### config.mk
export PLATFORM = sky130hd
export DESIGN_NAME = double_ended_queue_top
export DESIGN_NICKNAME = d
export VERILOG_FILES = /design/src/rtl/dq_pkg.sv /design/src/rtl/dq_ctrl.sv /design/src/rtl/dq_dpath.sv /design/src/rtl/double_ended_queue_top.sv
export VERILOG_INCLUDE_DIRS = /design/src /design/src/rtl
export SDC_FILE = /design/constraint.sdc
export NUM_CORES = 1
export LEC_CHECK = 0
export BUFFER_PORTS_ARGS = -buffer_cell sky130_fd_sc_hd__buf_2
export CAP_MARGIN = 20
export CORE_UTILIZATION = 61
export DETAILED_ROUTE_END_ITERATION = 10
export GPL_ROUTABILITY_DRIVEN = 0
export PLACE_DENSITY = 0.79
export SLEW_MARGIN = 10
export SYNTH_ARGS = -nofsm -noshare
export SYNTH_HDL_FRONTEND = slang
export SYNTH_SLANG_ARGS = --single-unit
### constraint.sdc
create_clock -name clk -period 5.8 [get_ports clk]
set_input_delay 1.16 -clock clk [delete_from_list [all_inputs] [get_ports clk]]
set_output_delay 1.16 -clock clk [all_outputs]
set_load 0.01 [all_outputs]
### src/rtl/double_ended_queue_top_macros.svh
// Assertion macros for the double-ended queue top level.
`ifndef DOUBLE_ENDED_QUEUE_TOP_MACROS_SVH
`define DOUBLE_ENDED_QUEUE_TOP_MACROS_SVH

// Same-cycle implication checked at every rising clock edge outside reset.
`define DQ_ASSERT_NOW(lbl, ante, cons) \
  lbl: assert property (@(posedge clk) disable iff (rst) (ante) |-> (cons)) \
    else $error("double-ended queue assertion failed");

// Next-cycle implication checked at every rising clock edge outside reset.
`define DQ_ASSERT_NEXT(lbl, ante, cons) \
  lbl: assert property (@(posedge clk) disable iff (rst) (ante) |=> (cons)) \
    else $error("double-ended queue assertion failed");

`endif

### src/rtl/dq_pkg.sv
// Package with the shared types and codes of the double-ended queue.
package dq_pkg;

  typedef enum logic [2:0] {
    MODE_PUSH_FRONT = 3'd0,
    MODE_PUSH_BACK  = 3'd1,
    MODE_POP_FRONT  = 3'd2,
    MODE_POP_BACK   = 3'd3,
    MODE_READ       = 3'd4
  } mode_t;

  typedef enum logic [1:0] {
    ST_OK    = 2'd0,
    ST_EMPTY = 2'd1,
    ST_RANGE = 2'd2,
    ST_FULL  = 2'd3
  } status_t;

  typedef struct packed {
    logic load;
    logic add_front;
    logic add_back;
    logic take_front;
    logic take_back;
    logic rd;
  } ctl_cmd_t;

  typedef struct packed {
    logic full;
    logic empty;
    logic in_range;
  } dp_sts_t;

endpackage

### src/rtl/dq_ctrl.sv
// Controller: handshake state machine and operation decode of the double-ended queue.
module dq_ctrl (
  input  logic             clk,
  input  logic             rst,
  input  logic             in_valid,
  output logic             in_ready,
  output logic             out_valid,
  input  logic             out_ready,
  input  logic [2:0]       mode,
  input  dq_pkg::dp_sts_t  sts,
  output dq_pkg::ctl_cmd_t cmd,
  output logic [1:0]       status
);
  import dq_pkg::*;

  typedef enum logic [1:0] {
    S_IDLE   = 2'b01,
    S_RESULT = 2'b10
  } state_t;

  state_t  state;
  state_t  state_next;
  status_t st_reg;
  status_t st_next;
  logic    load;

  assign out_valid = (state == S_RESULT);
  assign in_ready  = (state == S_IDLE) || out_ready;
  assign load      = in_valid && in_ready;
  assign status    = st_reg;

  always_comb begin
    state_next = state;
    case (state)
      S_IDLE: begin
        if (load) begin
          state_next = S_RESULT;
        end
      end
      S_RESULT: begin
        if (load) begin
          state_next = S_RESULT;
        end else if (out_ready) begin
          state_next = S_IDLE;
        end
      end
      default: begin
        state_next = S_IDLE;
      end
    endcase
  end

  always_comb begin
    cmd      = '0;
    cmd.load = load;
    st_next  = ST_OK;
    case (mode_t'(mode))
      MODE_PUSH_FRONT: begin
        if (sts.full) begin
          st_next = ST_FULL;
        end else begin
          cmd.add_front = load;
        end
      end
      MODE_PUSH_BACK: begin
        if (sts.full) begin
          st_next = ST_FULL;
        end else begin
          cmd.add_back = load;
        end
      end
      MODE_POP_FRONT: begin
        if (sts.empty) begin
          st_next = ST_EMPTY;
        end else begin
          cmd.take_front = load;
        end
      end
      MODE_POP_BACK: begin
        if (sts.empty) begin
          st_next = ST_EMPTY;
        end else begin
          cmd.take_back = load;
        end
      end
      MODE_READ: begin
        if (sts.in_range) begin
          cmd.rd = load;
        end else begin
          st_next = ST_RANGE;
        end
      end
      default: begin
        st_next = ST_OK;
      end
    endcase
  end

  always_ff @(posedge clk) begin
    if (rst) begin
      state <= S_IDLE;
    end else begin
      state <= state_next;
    end
  end

  always_ff @(posedge clk) begin
    if (load) begin
      st_reg <= st_next;
    end
  end

endmodule

### src/rtl/dq_dpath.sv
// Datapath: ring store, front pointer and occupancy of the double-ended queue.
module dq_dpath #(
  parameter int DEPTH      = 16,
  parameter int DATA_WIDTH = 32
) (
  input  logic             clk,
  input  logic             rst,
  input  dq_pkg::ctl_cmd_t cmd,
  input  logic [31:0]      value,
  input  logic [3:0]       position,
  output dq_pkg::dp_sts_t  sts,
  output logic [31:0]      read_value,
  output logic [4:0]       count
);
  import dq_pkg::*;

  localparam int AW  = $clog2(DEPTH);
  localparam int CW  = $clog2(DEPTH + 1);
  localparam int PCW = (CW > 4) ? CW : 5;
  localparam logic [AW:0]   DEPTH_A = (AW + 1)'(DEPTH);
  localparam logic [CW-1:0] DEPTH_C = CW'(DEPTH);

  logic [DATA_WIDTH-1:0] mem [DEPTH];
  logic [DATA_WIDTH-1:0] rd_data;
  logic                  rd_ok;
  logic [AW-1:0]         front;
  logic [AW-1:0]         front_next;
  logic [CW-1:0]         occ;
  logic [CW-1:0]         occ_next;
  logic [AW-1:0]         waddr;
  logic [AW-1:0]         raddr;
  logic [DATA_WIDTH-1:0] wdata;
  logic                  we;
  logic signed [63:0]    wide;

  function automatic logic [AW-1:0] ring_add(logic [AW-1:0] base, logic [AW-1:0] offs);
    logic [AW:0] s;
    s = {1'b0, base} + {1'b0, offs};
    if (s >= DEPTH_A) begin
      s = s - DEPTH_A;
    end
    return s[AW-1:0];
  endfunction

  assign sts.full     = (occ == DEPTH_C);
  assign sts.empty    = (occ == '0);
  assign sts.in_range = (PCW'(position) < PCW'(occ));

  assign wdata = DATA_WIDTH'({32'd0, value});
  assign raddr = ring_add(front, AW'(position));
  assign we    = cmd.add_front || cmd.add_back;

  always_comb begin
    front_next = front;
    occ_next   = occ;
    waddr      = ring_add(front, AW'(occ));
    if (cmd.add_front) begin
      front_next = (front == '0) ? AW'(DEPTH - 1) : front - AW'(1);
      waddr      = front_next;
      occ_next   = occ + CW'(1);
    end else if (cmd.add_back) begin
      occ_next = occ + CW'(1);
    end else if (cmd.take_front) begin
      front_next = ring_add(front, AW'(1));
      occ_next   = occ - CW'(1);
    end else if (cmd.take_back) begin
      occ_next = occ - CW'(1);
    end
  end

  always_ff @(posedge clk) begin
    if (rst) begin
      front <= '0;
      occ   <= '0;
    end else begin
      front <= front_next;
      occ   <= occ_next;
    end
  end

  always_ff @(posedge clk) begin
    if (we) begin
      mem[waddr] <= wdata;
    end
    if (cmd.load) begin
      rd_data <= mem[raddr];
      rd_ok   <= cmd.rd;
    end
  end

  assign wide       = 64'(signed'(rd_data));
  assign read_value = rd_ok ? wide[31:0] : 32'd0;
  assign count      = 5'(occ);

endmodule

### src/rtl/double_ended_queue_top.sv
// Top level of the bounded double-ended queue with ring storage.
// Usage:
//   The input channel (in_valid, in_ready) carries one transaction per
//   operation: mode selects push front, push back, pop front, pop back or
//   read at position; value is the word to push; position is the index
//   from the front for a read.
//   The output channel (out_valid, out_ready) returns exactly one result per
//   transaction: read_value, status and the count after the operation.
//   A result is valid in the cycle after its input transaction is
//   accepted. The store is a single memory with one write and one
//   registered read port, and that registered read sets the latency.
//   Throughput is one transaction per cycle while out_ready stays high.
//   When the receiver stalls, the result register holds and in_ready drops
//   until the result is taken; a new transaction may be accepted in the
//   same cycle as the waiting result leaves.
//   Reset empties the queue and clears the front pointer at once; the store
//   itself is not cleared, and no clearing pass is needed.
`include "double_ended_queue_top_macros.svh"

module double_ended_queue_top #(
  parameter int DEPTH      = 16,
  parameter int DATA_WIDTH = 32
) (
  input  logic        clk,
  input  logic        rst,
  input  logic        in_valid,
  output logic        in_ready,
  input  logic [2:0]  mode,
  input  logic [31:0] value,
  input  logic [3:0]  position,
  output logic        out_valid,
  input  logic        out_ready,
  output logic [31:0] read_value,
  output logic [1:0]  status,
  output logic [4:0]  count
);
  import dq_pkg::*;

  ctl_cmd_t cmd;
  dp_sts_t  sts;

  dq_ctrl u_ctrl (
    .clk       (clk),
    .rst       (rst),
    .in_valid  (in_valid),
    .in_ready  (in_ready),
    .out_valid (out_valid),
    .out_ready (out_ready),
    .mode      (mode),
    .sts       (sts),
    .cmd       (cmd),
    .status    (status)
  );

  dq_dpath #(
    .DEPTH      (DEPTH),
    .DATA_WIDTH (DATA_WIDTH)
  ) u_dpath (
    .clk        (clk),
    .rst        (rst),
    .cmd        (cmd),
    .value      (value),
    .position   (position),
    .sts        (sts),
    .read_value (read_value),
    .count      (count)
  );

  `DQ_ASSERT_NOW(a_full_not_empty, sts.full, !sts.empty)
  `DQ_ASSERT_NOW(a_stall_only_on_wait, !in_ready, out_valid && !out_ready)
  `DQ_ASSERT_NEXT(a_load_gives_result, cmd.load, out_valid)
  `DQ_ASSERT_NEXT(a_pop_decrements, cmd.take_front || cmd.take_back,
                  count == 5'($past(count) - 5'd1))

endmodule
==> flow_summary.yaml <==
run_status:
  outcome: "finished, final reports clean"
logic_synthesis:
  synth_edf_count: 547
  yosysSeqAreaShare_pct: 75.7
  synth_cell_types: 53
  yosys.area.top_type: "edfxtp_1"
  syn_area_mm2: 0.0220
  ys_warn_count: 0
  netlist.area_leader.share_pct: 74.7
  yosys-top-cells-count: "547 x edfxtp_1, 128 x mux4_2, 75 x nand2_1"
  syn_inst: 1094
  postSynthAreaPerCell_um2: 20.1
  async_reset_ff_share_pct: 0
  ys_ff_latch: 558
  synth_nets: 1154
  ys.flop_type: "edfxtp_1"
  synthMostInstantiatedCell: "edfxtp_1"
  yosys-top-cells-area: "edfxtp_1 75%, mux4_2 13%, and2_1 1.8%"
min_path:
  holdCritPathClass: "reg -> reg"
cts:
  clkSlewWorstSetupHoldPaths_ns: 0.06
  clock_sinks: 558
  h-tree-depth: 2
  clockBufferDepth: 3
  cts_root_buffer: "clkbuf_16"
  post_cts_buffers: 0
  cts_hold_buf: 0
  insertion_delay_ns: 0.57
  tritoncts: "built"
  ctsResizeCount: 0
  cts-buffers-inserted: 52
critical_path:
  critPathTopFamily: "simple AND/OR/NAND/NOR gates"
  cpPeakStageDelay_ns: 1.04
  path_buf_inv: 1
  crit_required_ns: 5.98
  path_cells: "inv_1 > ha_1 > and4bb_4 > nor4_4 > and2_1 > mux2i_2 > and3_2"
  crit_fanout: 32
  cp-start-kind: "flop"
  path_class: "reg -> reg"
  end_kind: "flop"
  cp.arrival_ns: 4.05
  cp_slowest_cell: "and3_2"
floorplanning:
  die_width_um: 192
  io-pin-count: 84
  die_y_um: 192
  initial_utilization_pct: 62.0
  die-area_mm2: 0.0368
  coreArea_mm2: 0.0355
  std_cell_rows: 69
final_layout:
  utilization_pct: 69.9
  syn2layout_area_growth_pct: 12.8
  stdcell_area_mm2: 0.0248
  final_cells: 1701
  drive_gt1_share_pct: 27.4
  nets: 1261
timing:
  slew_violations: 0
  setup_viol: 0
  fin_crit_sh_pct: 66.9
  hold_viol: 0
  finalClockSkew_ns: 0.0171
  clock.fmax_mhz: 258
  fin_crit_ns: 3.88
  rsz0062_at_grt: "false"
  tns_ns: 0
  worst_slew_pin_slew_ns: 1.16
  max_slew_margin_pct: 22.4
  whs_ns: 0.567
global_routing:
  grt_max_degree: 65
  antenna_found_initial: 1
  grt-ovfl-total: 0
  grt_pass1_wl_mm: 70.1
  grt_pass1_vias: 11299
  track_usage_pct: 26.6
placed_design:
  dp_cells: 1606
  io_buffers: 83
  hpwl_mm: 22.9
  place_area_mm2: 0.0231
pwr:
  p_leak_nw: 8.09
  peakVddDrop_mv: 0.260
  p_per_area_mw_per_mm2: 348
routing:
  vias: 11129
  dr.pass1.iters: 6
  vias_per_cell: 6.54
  drcViolationCount: 0
  wl_per_cell_um: 27.7
  wirelength_mm: 47.2
  ant_nets: 0
  drt_iter0_drc: 1172
run:
  max_cap_violations: 0
==> per-layer routing <==
layer / routed length (um) / GRT usage [%] / up-vias
met2: 23400 / 43.5 / 564
met4: 1160 / 8.52 / 2
met3: 3560 / 4.29 / 89
met5: 13 / 0 / -
met1: 19000 / 37.2 / 5793
li1: - / - / 4681
==> final timing paths <==
kind	start	to	slack, ns	cells after the start
setup / recovery	u_dpath.count[0]	u_dpath.mem[8][24]	1.92	7
hold / removal	u_ctrl.state[1]	u_ctrl.state[1]	0.57	2
setup reg to reg	u_dpath.count[0]	u_dpath.mem[8][24]	1.92	7
hold reg to reg	u_ctrl.state[1]	u_ctrl.state[1]	0.57	2
==> layout by cell type, fill, tap and decap left out, types with 9 or more instances in the layout <==
master	netlist	layout
edfxtp_1	547	547
ha_1	15	14
buf_2	14	83
buf_12	0	9
mux4_2	128	128
clkinv_2	0	9
buf_4	4	16
dfxtp_1	11	11
nor2_1	14	14
inv_1	14	13
a21oi_1	10	10
and2_1	62	62
a211oi_1	36	36
a31oi_1	32	32
clkinv_1	0	10
o21ai_0	11	11
clkbuf_16	0	54
nand2_1	75	75
clkbuf_1	36	11
==> worst reg2reg max path: stages (launching register included) <==
cell and delay, ns:
dfxtp_1 0.51, inv_1 0.12, ha_1 0.24, and4bb_4 0.25, nor4_4 0.42, and2_1 0.37
mux2i_2 0.52, and3_2 1.04
==> flip-flops by register name, summed over array words and instances (netlist names) <==
signal	count
u_ctrl.state	2
u_dpath.mem	512
u_dpath.rd_data	32
u_dpath.count	5
u_dpath.rd_ok	1
u_dpath.front	4
u_ctrl.status	2
==> cell families (layout without fill, tap and decap cells) <==
logic type      after synthesis  count (layout)  synth area share (%)
fa+ha+maj                    17              17                  1.04
mux                         133             133                  13.4
flops                       558             558                  75.7
compound gates              111             111                  3.44
xor+xnor                     12              12                 0.478
buf+inv                      70             215                  1.38
simple gates                193             193                  4.57
other cells                   0               1                     0
==> cell type report <==
type,instances,area (um2)
Sequential cell,558,16600
Fill cell,2106,10700
Multi-Input combinational cell,466,5150
Clock buffer,65,1390
Timing Repair Buffer,109,727
Tap cell,461,577
Clock inverter,27,265
Inverter,14,52.6
Antenna cell,1,2.50
==> power breakdown <==
group	internal, W	total, W	switching [W]
registers	0.00451	0.00454	0.0000262
logic	0.000323	0.000757	0.000434
clock network	0.00192	0.00334	0.00142
total	0.00675	0.00863	0.00188
==> per-stage QoR <==
step                      setup WS, ns  total power, W
final                             1.92         0.00863
after global routing              1.70         0.00888
after CTS                         1.89         0.00867
after detailed placement          1.44         0.00537
after global placement            1.49         0.00534
after floorplan                  0.891         0.00511
Note: power is estimated with default switching activity, not from simulation.
